## config.mk

```make
export PLATFORM = sky130hd
export DESIGN_NAME = improv_serial_packet_parser_top
export DESIGN_NICKNAME = d
export VERILOG_FILES = /design/src/isp_pkg.sv /design/src/isp_parser.sv /design/src/isp_result_queue.sv /design/src/improv_serial_packet_parser_top.sv
export VERILOG_INCLUDE_DIRS = /design/src /design/src/src
export SDC_FILE = /design/constraint.sdc
export NUM_CORES = 1
export LEC_CHECK = 0
export ABC_AREA = 0
export BUFFER_PORTS_ARGS = -buffer_cell sky130_fd_sc_hd__buf_2
export CORE_AREA = 4 4 200 105
export CTS_CLUSTER_DIAMETER = 80
export DETAILED_ROUTE_END_ITERATION = 10
export DIE_AREA = 0 0 204 109
export GPL_ROUTABILITY_DRIVEN = 0
export PLACE_DENSITY_LB_ADDON = 0.25
export SETUP_SLACK_MARGIN = 0.5
export SLEW_MARGIN = 25
export SYNTH_ARGS = -nofsm -noshare
export SYNTH_HDL_FRONTEND = slang
export SYNTH_HIERARCHICAL = 1
export SYNTH_SLANG_ARGS = --single-unit
```

## constraint.sdc

```tcl
create_clock -name clk_i -period 9.5 [get_ports clk_i]
set_clock_uncertainty 0.05 [all_clocks]
set_input_delay 1.9 -clock clk_i [delete_from_list [all_inputs] [get_ports clk_i]]
set_output_delay 1.9 -clock clk_i [all_outputs]
set_load 0.05 [all_outputs]
```

## src/improv_serial_packet_parser_top_macros.svh

```systemverilog
// Assertion macros for the Improv serial packet parser.
// Used by the top level; expects clk_i and rst_ni in the including scope.
`ifndef IMPROV_SERIAL_PACKET_PARSER_TOP_MACROS_SVH
`define IMPROV_SERIAL_PACKET_PARSER_TOP_MACROS_SVH
`ifndef SYNTHESIS
`define ISP_ASSERT(lbl, prop, msg) \
  lbl: assert property (@(posedge clk_i) disable iff (!rst_ni) prop) else $error(msg);
`define ISP_ASSERT_NEXT(lbl, pre, post, msg) \
  lbl: assert property (@(posedge clk_i) disable iff (!rst_ni) pre |=> post) else $error(msg);
`else
`define ISP_ASSERT(lbl, prop, msg)
`define ISP_ASSERT_NEXT(lbl, pre, post, msg)
`endif
`endif

```

## src/isp_pkg.sv

```systemverilog
// Package for the Improv serial packet parser: item types, codes and constants.
// No dependencies.
package isp_pkg;

  localparam int unsigned POS_W         = 9;
  localparam int unsigned PAYLOAD_DEPTH = 128;
  localparam int unsigned RES_MAX       = 3;
  localparam logic [7:0]  TIMEOUT_RESET = 8'd25;
  localparam logic [7:0]  START_BYTE    = 8'h49;
  localparam logic [7:0]  PROTO_VERSION = 8'h01;
  localparam logic [7:0]  TYPE_RPC      = 8'h03;
  localparam logic [POS_W-1:0] LEN_POS  = 9'd8;
  localparam logic [POS_W-1:0] CMD_POS  = 9'd9;
  localparam logic [POS_W-1:0] DATA_POS = 9'd10;

  localparam logic [7:0] CMD_WIFI  = 8'h01;
  localparam logic [7:0] CMD_STATE = 8'h02;
  localparam logic [7:0] CMD_INFO  = 8'h03;

  localparam logic [2:0] ERR_NONE        = 3'd0;
  localparam logic [2:0] ERR_INVALID     = 3'd1;
  localparam logic [2:0] ERR_UNKNOWN_CMD = 3'd2;

  localparam logic [2:0] ST_AUTHORIZED   = 3'd2;
  localparam logic [2:0] ST_PROVISIONING = 3'd3;
  localparam logic [2:0] ST_PROVISIONED  = 3'd4;

  typedef enum logic [2:0] {
    EV_DATA    = 3'd0,
    EV_ABORT   = 3'd1,
    EV_TIMEOUT = 3'd2,
    EV_STATE   = 3'd3,
    EV_RPC     = 3'd4,
    EV_INFO    = 3'd5,
    EV_WIFI    = 3'd6
  } isp_event_e;

  typedef struct packed {
    logic       action;
    logic [7:0] byte_value;
    logic       provisioning;
    logic       network_online;
  } isp_in_t;

  typedef struct packed {
    logic [2:0] event_res;
    logic [2:0] state_code;
    logic       is_error;
    logic [6:0] data_index;
    logic [7:0] data_value;
    logic [7:0] command;
    logic       session_active;
    logic       last;
  } isp_out_t;

  typedef struct packed {
    logic [1:0]               count;
    isp_out_t [RES_MAX-1:0]   res;
  } isp_group_t;

  function automatic logic [7:0] hdr_byte(input logic [2:0] pos);
    logic [7:0] b;
    case (pos)
      3'd0: b = 8'h49;
      3'd1: b = 8'h4D;
      3'd2: b = 8'h50;
      3'd3: b = 8'h52;
      3'd4: b = 8'h4F;
      3'd5: b = 8'h56;
      default: b = 8'h00;
    endcase
    return b;
  endfunction

endpackage

```

## src/isp_parser.sv

```systemverilog
// Parse step of the Improv serial packet parser: packet state and result group.
// Depends on isp_pkg.
module isp_parser import isp_pkg::*; (
  input  logic       clk_i,
  input  logic       rst_ni,
  input  logic       fire_i,
  input  isp_in_t    item_i,
  input  logic       cfg_we_i,
  input  logic [7:0] cfg_wdata_i,
  output isp_group_t group_o
);

  logic [7:0]       timeout_ticks_q;
  logic             in_packet_q, in_packet_d;
  logic [POS_W-1:0] pos_q, pos_d;
  logic [POS_W-1:0] end_q, end_d;
  logic [7:0]       sum_q, sum_d;
  logic [7:0]       cmd_q, cmd_d;
  logic [7:0]       ticks_q, ticks_d;
  logic [2:0]       pend_q, pend_d;
  logic             active_q, active_d;

  isp_out_t [RES_MAX-1:0] res;
  logic [1:0]             n;
  logic [POS_W-1:0]       idx;
  logic [7:0]             b;
  logic                   advance;
  logic [2:0]             st;

  function automatic isp_out_t mk(input logic [2:0] ev, input logic [2:0] code,
                                  input logic err, input logic [6:0] di,
                                  input logic [7:0] dv);
    isp_out_t r;
    r = '0;
    r.event_res  = ev;
    r.state_code = code;
    r.is_error   = err;
    r.data_index = di;
    r.data_value = dv;
    return r;
  endfunction

  always_comb begin
    in_packet_d = in_packet_q;
    pos_d       = pos_q;
    end_d       = end_q;
    sum_d       = sum_q;
    cmd_d       = cmd_q;
    ticks_d     = ticks_q;
    pend_d      = pend_q;
    active_d    = active_q;
    res         = '0;
    n           = 2'd0;
    advance     = 1'b0;
    b           = item_i.byte_value;
    idx         = pos_q - DATA_POS;
    st          = ST_AUTHORIZED;
    if (item_i.provisioning) begin
      st = ST_PROVISIONING;
    end
    if (item_i.network_online) begin
      st = ST_PROVISIONED;
    end

    if (fire_i) begin
      if (item_i.action) begin
        if (in_packet_q) begin
          ticks_d = ticks_q - 8'd1;
          if (ticks_d == 8'd0) begin
            in_packet_d = 1'b0;
            res[n] = mk(EV_TIMEOUT, ERR_NONE, 1'b0, 7'd0, 8'd0);
            n = n + 2'd1;
          end
        end
      end else if (!in_packet_q) begin
        if (b == START_BYTE) begin
          in_packet_d = 1'b1;
          pos_d       = 9'd1;
          end_d       = CMD_POS;
          sum_d       = START_BYTE;
          cmd_d       = 8'h00;
          ticks_d     = timeout_ticks_q;
        end
      end else if (pos_q == 9'd6) begin
        if (b != PROTO_VERSION) begin
          in_packet_d = 1'b0;
          res[n] = mk(EV_ABORT, ERR_NONE, 1'b0, 7'd0, 8'd0);
          n = n + 2'd1;
        end else begin
          advance = 1'b1;
        end
      end else if (pos_q == 9'd7) begin
        if (b != TYPE_RPC) begin
          in_packet_d = 1'b0;
          res[n] = mk(EV_ABORT, ERR_NONE, 1'b0, 7'd0, 8'd0);
          n = n + 2'd1;
        end else begin
          active_d = 1'b1;
          advance  = 1'b1;
        end
      end else if (pos_q == LEN_POS) begin
        end_d   = CMD_POS + {1'b0, b};
        advance = 1'b1;
      end else if (pos_q == CMD_POS) begin
        cmd_d   = b;
        advance = 1'b1;
      end else if (pos_q >= end_q) begin
        in_packet_d = 1'b0;
        if (sum_q != b) begin
          pend_d = ERR_INVALID;
          res[n] = mk(EV_STATE, ERR_INVALID, 1'b1, 7'd0, 8'd0);
          n = n + 2'd1;
        end else begin
          case (cmd_q)
            CMD_WIFI: begin
              res[n] = mk(EV_WIFI, ERR_NONE, 1'b0, 7'd0, 8'd0);
              n = n + 2'd1;
            end
            CMD_STATE: begin
              if (pend_q == ERR_INVALID || pend_q == ERR_UNKNOWN_CMD) begin
                pend_d = ERR_NONE;
                res[n] = mk(EV_STATE, ERR_NONE, 1'b1, 7'd0, 8'd0);
                n = n + 2'd1;
              end
              res[n] = mk(EV_STATE, st, 1'b0, 7'd0, 8'd0);
              n = n + 2'd1;
              if (st == ST_PROVISIONED) begin
                res[n] = mk(EV_RPC, ERR_NONE, 1'b0, 7'd0, 8'd0);
                n = n + 2'd1;
                active_d = 1'b1;
              end
            end
            CMD_INFO: begin
              if (pend_q == ERR_INVALID || pend_q == ERR_UNKNOWN_CMD) begin
                pend_d = ERR_NONE;
                res[n] = mk(EV_STATE, ERR_NONE, 1'b1, 7'd0, 8'd0);
                n = n + 2'd1;
              end
              res[n] = mk(EV_INFO, ERR_NONE, 1'b0, 7'd0, 8'd0);
              n = n + 2'd1;
            end
            default: begin
              pend_d = ERR_UNKNOWN_CMD;
              res[n] = mk(EV_STATE, ERR_UNKNOWN_CMD, 1'b1, 7'd0, 8'd0);
              n = n + 2'd1;
            end
          endcase
        end
      end else if (pos_q < 9'd6) begin
        if (b != hdr_byte(pos_q[2:0])) begin
          in_packet_d = 1'b0;
          res[n] = mk(EV_ABORT, ERR_NONE, 1'b0, 7'd0, 8'd0);
          n = n + 2'd1;
        end else begin
          advance = 1'b1;
        end
      end else if (idx >= POS_W'(PAYLOAD_DEPTH)) begin
        in_packet_d = 1'b0;
        pend_d      = ERR_INVALID;
        res[n] = mk(EV_STATE, ERR_INVALID, 1'b1, 7'd0, 8'd0);
        n = n + 2'd1;
      end else begin
        res[n] = mk(EV_DATA, ERR_NONE, 1'b0, idx[6:0], b);
        n = n + 2'd1;
        advance = 1'b1;
      end

      if (advance) begin
        sum_d = sum_q + b;
        pos_d = pos_q + 9'd1;
      end
    end

    for (int i = 0; i < RES_MAX; i++) begin
      res[i].command        = cmd_d;
      res[i].session_active = active_d;
      res[i].last           = (2'(i) == n - 2'd1);
    end
    group_o.count = n;
    group_o.res   = res;
  end

  always_ff @(posedge clk_i or negedge rst_ni) begin
    if (!rst_ni) begin
      timeout_ticks_q <= TIMEOUT_RESET;
      in_packet_q     <= 1'b0;
      pos_q           <= '0;
      end_q           <= CMD_POS;
      sum_q           <= 8'h00;
      cmd_q           <= 8'h00;
      ticks_q         <= TIMEOUT_RESET;
      pend_q          <= ERR_NONE;
      active_q        <= 1'b0;
    end else begin
      if (cfg_we_i) begin
        timeout_ticks_q <= cfg_wdata_i;
      end
      in_packet_q <= in_packet_d;
      pos_q       <= pos_d;
      end_q       <= end_d;
      sum_q       <= sum_d;
      cmd_q       <= cmd_d;
      ticks_q     <= ticks_d;
      pend_q      <= pend_d;
      active_q    <= active_d;
    end
  end

endmodule

```

## src/isp_result_queue.sv

```systemverilog
// Result holding register of the Improv serial packet parser: up to three items.
// Depends on isp_pkg.
module isp_result_queue import isp_pkg::*; (
  input  logic       clk_i,
  input  logic       rst_ni,
  input  logic       load_i,
  input  isp_group_t group_i,
  output logic       in_ready_o,
  output logic       out_valid_o,
  input  logic       out_ready_i,
  output isp_out_t   out_data_o
);

  isp_out_t [RES_MAX-1:0] res_q;
  logic [1:0]             cnt_q;
  logic                   pop;

  assign out_valid_o = (cnt_q != 2'd0);
  assign out_data_o  = res_q[0];
  assign pop         = out_valid_o & out_ready_i;
  assign in_ready_o  = (cnt_q == 2'd0) || ((cnt_q == 2'd1) && out_ready_i);

  always_ff @(posedge clk_i or negedge rst_ni) begin
    if (!rst_ni) begin
      cnt_q <= 2'd0;
    end else if (load_i) begin
      cnt_q <= group_i.count;
    end else if (pop) begin
      cnt_q <= cnt_q - 2'd1;
    end
  end

  always_ff @(posedge clk_i) begin
    if (load_i) begin
      res_q <= group_i.res;
    end else if (pop) begin
      res_q[0] <= res_q[1];
      res_q[1] <= res_q[2];
    end
  end

endmodule

```

## src/improv_serial_packet_parser_top.sv

```systemverilog
// Top level of the Improv serial packet parser.
// Depends on isp_pkg, isp_parser, isp_result_queue and the assertion macros header.
//
// Input channel (in_valid_i/in_ready_o/in_data_i): one item is one console byte
// or one idle tick, with the provisioning and network status of the device.
// Output channel (out_valid_o/out_ready_i/out_data_o): one item is one result;
// an input item causes zero to three results, and the last one carries last.
// Configuration: cfg_we_i writes cfg_wdata_i into the timeout tick budget.
// The results of an item are presented the cycle after it is accepted and
// leave one per cycle while out_ready_i is high. With out_ready_i high, an item
// with at most one result sustains one item per cycle; one with more results
// holds the register, and the next is taken in the cycle its last one leaves.
// The rate is set by the three-entry result register, which the parse step
// refills only when it is empty or draining its final entry.
// When the receiver stalls, the held results stay and in_ready_o drops until
// the final one can leave. Reset clears the packet state, the pending error
// and the session flag, empties the result register and sets the budget to 25.
`include "improv_serial_packet_parser_top_macros.svh"
module improv_serial_packet_parser_top import isp_pkg::*; (
  input  logic       clk_i,
  input  logic       rst_ni,
  input  logic       in_valid_i,
  output logic       in_ready_o,
  input  isp_in_t    in_data_i,
  output logic       out_valid_o,
  input  logic       out_ready_i,
  output isp_out_t   out_data_o,
  input  logic       cfg_we_i,
  input  logic [7:0] cfg_wdata_i
);

  logic       in_fire;
  isp_group_t group;

  assign in_fire = in_valid_i & in_ready_o;

  isp_parser u_parser (
    .clk_i       (clk_i),
    .rst_ni      (rst_ni),
    .fire_i      (in_fire),
    .item_i      (in_data_i),
    .cfg_we_i    (cfg_we_i),
    .cfg_wdata_i (cfg_wdata_i),
    .group_o     (group)
  );

  isp_result_queue u_queue (
    .clk_i       (clk_i),
    .rst_ni      (rst_ni),
    .load_i      (in_fire),
    .group_i     (group),
    .in_ready_o  (in_ready_o),
    .out_valid_o (out_valid_o),
    .out_ready_i (out_ready_i),
    .out_data_o  (out_data_o)
  );

  `ISP_ASSERT(a_ready_when_stalled, (in_ready_o && !out_ready_i) |-> !out_valid_o, "input ready while results are stalled")
  `ISP_ASSERT_NEXT(a_group_continues, (out_valid_o && !out_data_o.last), out_valid_o, "result group ended without its last item")
  `ISP_ASSERT(a_data_alone, (out_valid_o && out_data_o.event_res == EV_DATA) |-> out_data_o.last, "data byte item not alone")
  `ISP_ASSERT(a_rpc_session, (out_valid_o && out_data_o.event_res == EV_RPC) |-> out_data_o.session_active, "rpc response without session")

endmodule

```

==> impl_metrics.toml <==
[pwr]
power.net_switching_mw = 1.13
sequentialPowerShare_pct = 39.5
cellPowerDensity_mw_per_mm2 = 315
p_int_mw = 1.74
clock_power_share_pct = 22.8
power.share.switching_pct = 39.3
vdd.ir_drop.worst_v = 0.000316
leakage_nw = 3.74
power.combinational.fraction_pct = 37.7

[clock_network]
cts_max_level = 4
numCtsBuffers = 17
tritoncts_num_sinks = 152
ctsLongestPathBuffers = 2
quantity_of_gates_resized_following_cts = 0
cts.clk_slew.worst_paths_ns = 0.07
cts-hold-fix-buffers = 0
cts-root-buf = "clkbuf_16"
worstSkewPairLatency_ns = 0.42
tritoncts = "built"
post_cts_buffers = 0

[sta]
hold_violations = 0
setup-violations-final = 0
period_utilisation_layout_pct = 47.4
achievable-frequency_mhz = 222
min_period_ns = 4.50
totalNegativeSetupSlack_ns = 0
finalHoldWorstSlack_ns = 0.449
max_transition_viols_final = 0
worst-slew-pin-transition_ns = 1.03
rsz0062_at_grt = "false"
max_slew_margin_pct = 31.1

[critical_path]
reg2reg_setup_slack_ns = 5.68
critical_path.top_delay_family = "simple AND/OR/NAND/NOR gates"
crit_chain = "buf_2 > nand2_1 > nand2_1 > and2_4 > nand2_1 > nor2_2 > o21ai_0 > nor2_1 > nand2_1 > nor2_1 > mux2_2"
ff2ff_path_depth = 9
maximum_fanout_along_the_worst_path = 44
crit-reg2reg-capture = "u_parser/sum_q[5]"
critical-path-max-stage-delay_ns = 0.51
critPathKind = "input pin to flop"
cp_slowest_cell = "nor2_1"
worst-path-buf-inv = 1
critical_path.endpoint_type = "flop"
worstPathRequired_ns = 9.74
timing.critical_path.arrival_ns = 4.74
r2r_start = "u_parser/pos_q[2]"
critPathMostFrequentCell = "nand2_1"
start_kind = "input pin"

[logic_synthesis]
synth.mux.area_fraction_pct = 10.1
synth_xor_area_share_pct = 2.25
synthFlopType = "edfxtp_1"
share_of_the_synthesized_area_in_the_top_cell_type_pct = 33.7
ys_seq_elements = 152
synth_cell_type_count = 70
synth_simple_gate_area_share_pct = 9.99
syn_std_cell_area_mm2 = 0.00855
synth-edff-count = 96
yosys_warnings = 6
syn_area_per_cell_um2 = 11.7
postSynth.asyncResetShare_pct = 36.8
synth.yosys.seq_area_share_pct = 50.2
yosys.cell_count.top_type = "edfxtp_1"
post_synth_inst_count = 732
ys_top_cells_by_area = "edfxtp_1 34%, dfrtp_1 14%, mux2_2 8.4%"
synth.largest_area_cell = "edfxtp_1"
synth-compound-area-share_pct = 11.5
largest_family_of_logic_cells_by_synthesized_area = "compound AO/OA/AOI/OAI gates"
synth.cells.most_frequent = "96 x edfxtp_1, 91 x buf_4, 64 x mux2_2"
synth-adder-area-share_pct = 4.92

[route]
drt_pass1_iterations = 5
avgRoutedWirePerCell_um = 18.9
routed_wirelength_mm = 19.2
detailroute.via_count = 5533
route.detailed.vias_per_inst = 5.46
drt-initial-drc-count = 422
final_antenna_net_count = 0
remaining_drc_errors = 0

[layout]
final_layout_size_suffix_gt1_share_pct = 25.5
syn2layout_area_growth_pct = 6.32
fillerInstances = 1714
antenna_cells_inserted = 0
final_cells = 1014
design.final.nets = 792
finish.utilization_pct = 47.5
stdcell_area_mm2 = 0.00909

[placement]
placement.io_buffers = 57
dpl_cell_area_mm2 = 0.00853
placedCellCount = 982
dp_hpwl_mm = 13.5

[die]
io-pin-count = 58
chipWidth_um = 204
floorplan.initialDensity_pct = 44.7
rows = 36
die_area_mm2 = 0.0222
vert_die_dim_um = 109
core_area_mm2 = 0.0191

[global_routing]
number_of_global_route_vias_before_repair = 5529
grt_util_all_layers_pct = 18.1
grt_first_pass_wirelength_mm = 30.8
globalRouteOverflowTotal = 0
antenna_found_initial = 0
grt_max_degree = 67

[run]
max_cap_violations = 0

[min_path]
number_of_instances_on_the_worst_hold_path = 1
min_path_type = "flop to flop"
timing.hold.worst_endpoint = "u_parser/sum_q[2]"
worst_hold_startpoint = "u_parser/sum_q[2]"

[outcome]
outcome = "finished clean"
## kinds of logic (layout without fill, tap and decap cells)
family                   after synthesis  count (layout)
AND/OR/NAND/NOR                      159             159
flip-flops                           152             152
buffers and inverters                149             129
AO/OA/AOI/OAI                        142             142
multiplexers                          74              74
adder cells (fa/ha/maj)               33              33
XOR/XNOR                              22              22
other                                  1              37
## layer usage
metal	up-vias	global-route usage, %	routed length [um]
li1	2564	-	-
met1	2725	27.9	9650
met2	229	24.2	7690
met3	15	6.39	1720
met4	0	4.40	144
met5	-	0	0
## sequential cells by signal (all words and copies together) (netlist names), 8 cells and up
register                  flops
u_parser/timeout_ticks_q      8
u_parser/sum_q                8
u_parser/ticks_q              8
u_parser/end_q                9
u_queue/res_q                64
u_parser/cmd_q                8
u_queue/out_data_o           32
u_parser/pos_q                9
## power by group through the flow
stage                     sequential [mW]  combinational [mW]  clock (mW)
after CTS                            1.13                1.08       0.674
after global placement               1.14                1.05           0
after global routing                 1.16                1.18       0.703
after floorplan                      1.09               0.965           0
after detailed placement             1.14                1.07           0
final                                1.13                1.08       0.654
## placed cells by master (no fill, tap or decap), types with 7 or more instances in the layout
cell,count
and3_1,12
xor2_1,8
nor2_1,31
mux2_2,64
nor2b_1,8
xnor2_1,14
ha_1,32
a22o_1,8
nand2b_1,7
buf_2,57
o22ai_1,14
nor3_1,10
a21oi_1,25
clkbuf_16,17
nand3_1,18
dfrtp_1,48
conb_1,37
inv_1,37
nand4_1,7
nand2_1,31
edfxtp_1,96
o21ai_0,33
mux2_4,8
dfstp_2,8
## worst max-delay path by stage
stage                           start                      to  slack [ns]  cells after the start
final                     out_ready_i  u_queue/out_data_o[23]        5.00                     11
after global placement    out_ready_i   u_queue/out_data_o[0]        4.81                     11
after global routing      out_ready_i  u_queue/out_data_o[22]        4.66                     11
after detailed placement  out_ready_i  u_queue/out_data_o[21]        4.62                     11
after CTS                 out_ready_i  u_queue/out_data_o[23]        5.05                     11
after floorplan           out_ready_i   u_queue/out_data_o[0]        4.35                     10
## worst reg2reg max path: stages, from the launching register on
cell and delay, ns:
dfrtp_1 0.68, inv_1 0.23, ha_1 0.28, nand2b_1 0.23
nor4b_1 0.40, mux2i_1 0.17, o21a_1 0.24, a311oi_2 0.85
o21ai_2 0.35, o2bb2ai_1 0.21
## through the flow
| step | total power, mW | setup WS [ns] |
|---|---|---|
| global route | 3.04 | 4.66 |
| floorplan | 2.05 | 4.35 |
| CTS | 2.89 | 5.05 |
| global placement | 2.18 | 4.81 |
| detailed placement | 2.22 | 4.62 |
| finish | 2.87 | 5.00 |
## final cells by class
| cell class | instances | area, um2 | share of cell area (%) |
|---|---|---|---|
| Tap cell | 266 | 333 | 3.66 |
| Clock buffer | 17 | 425 | 4.68 |
| Clock inverter | 15 | 140 | 1.54 |
| Sequential cell | 152 | 4290 | 47.2 |
| Multi-Input combinational cell | 467 | 3450 | 38.0 |
| Timing Repair Buffer | 60 | 308 | 3.38 |
| Inverter | 37 | 139 | 1.53 |
Power figures use the tool's default switching activity.
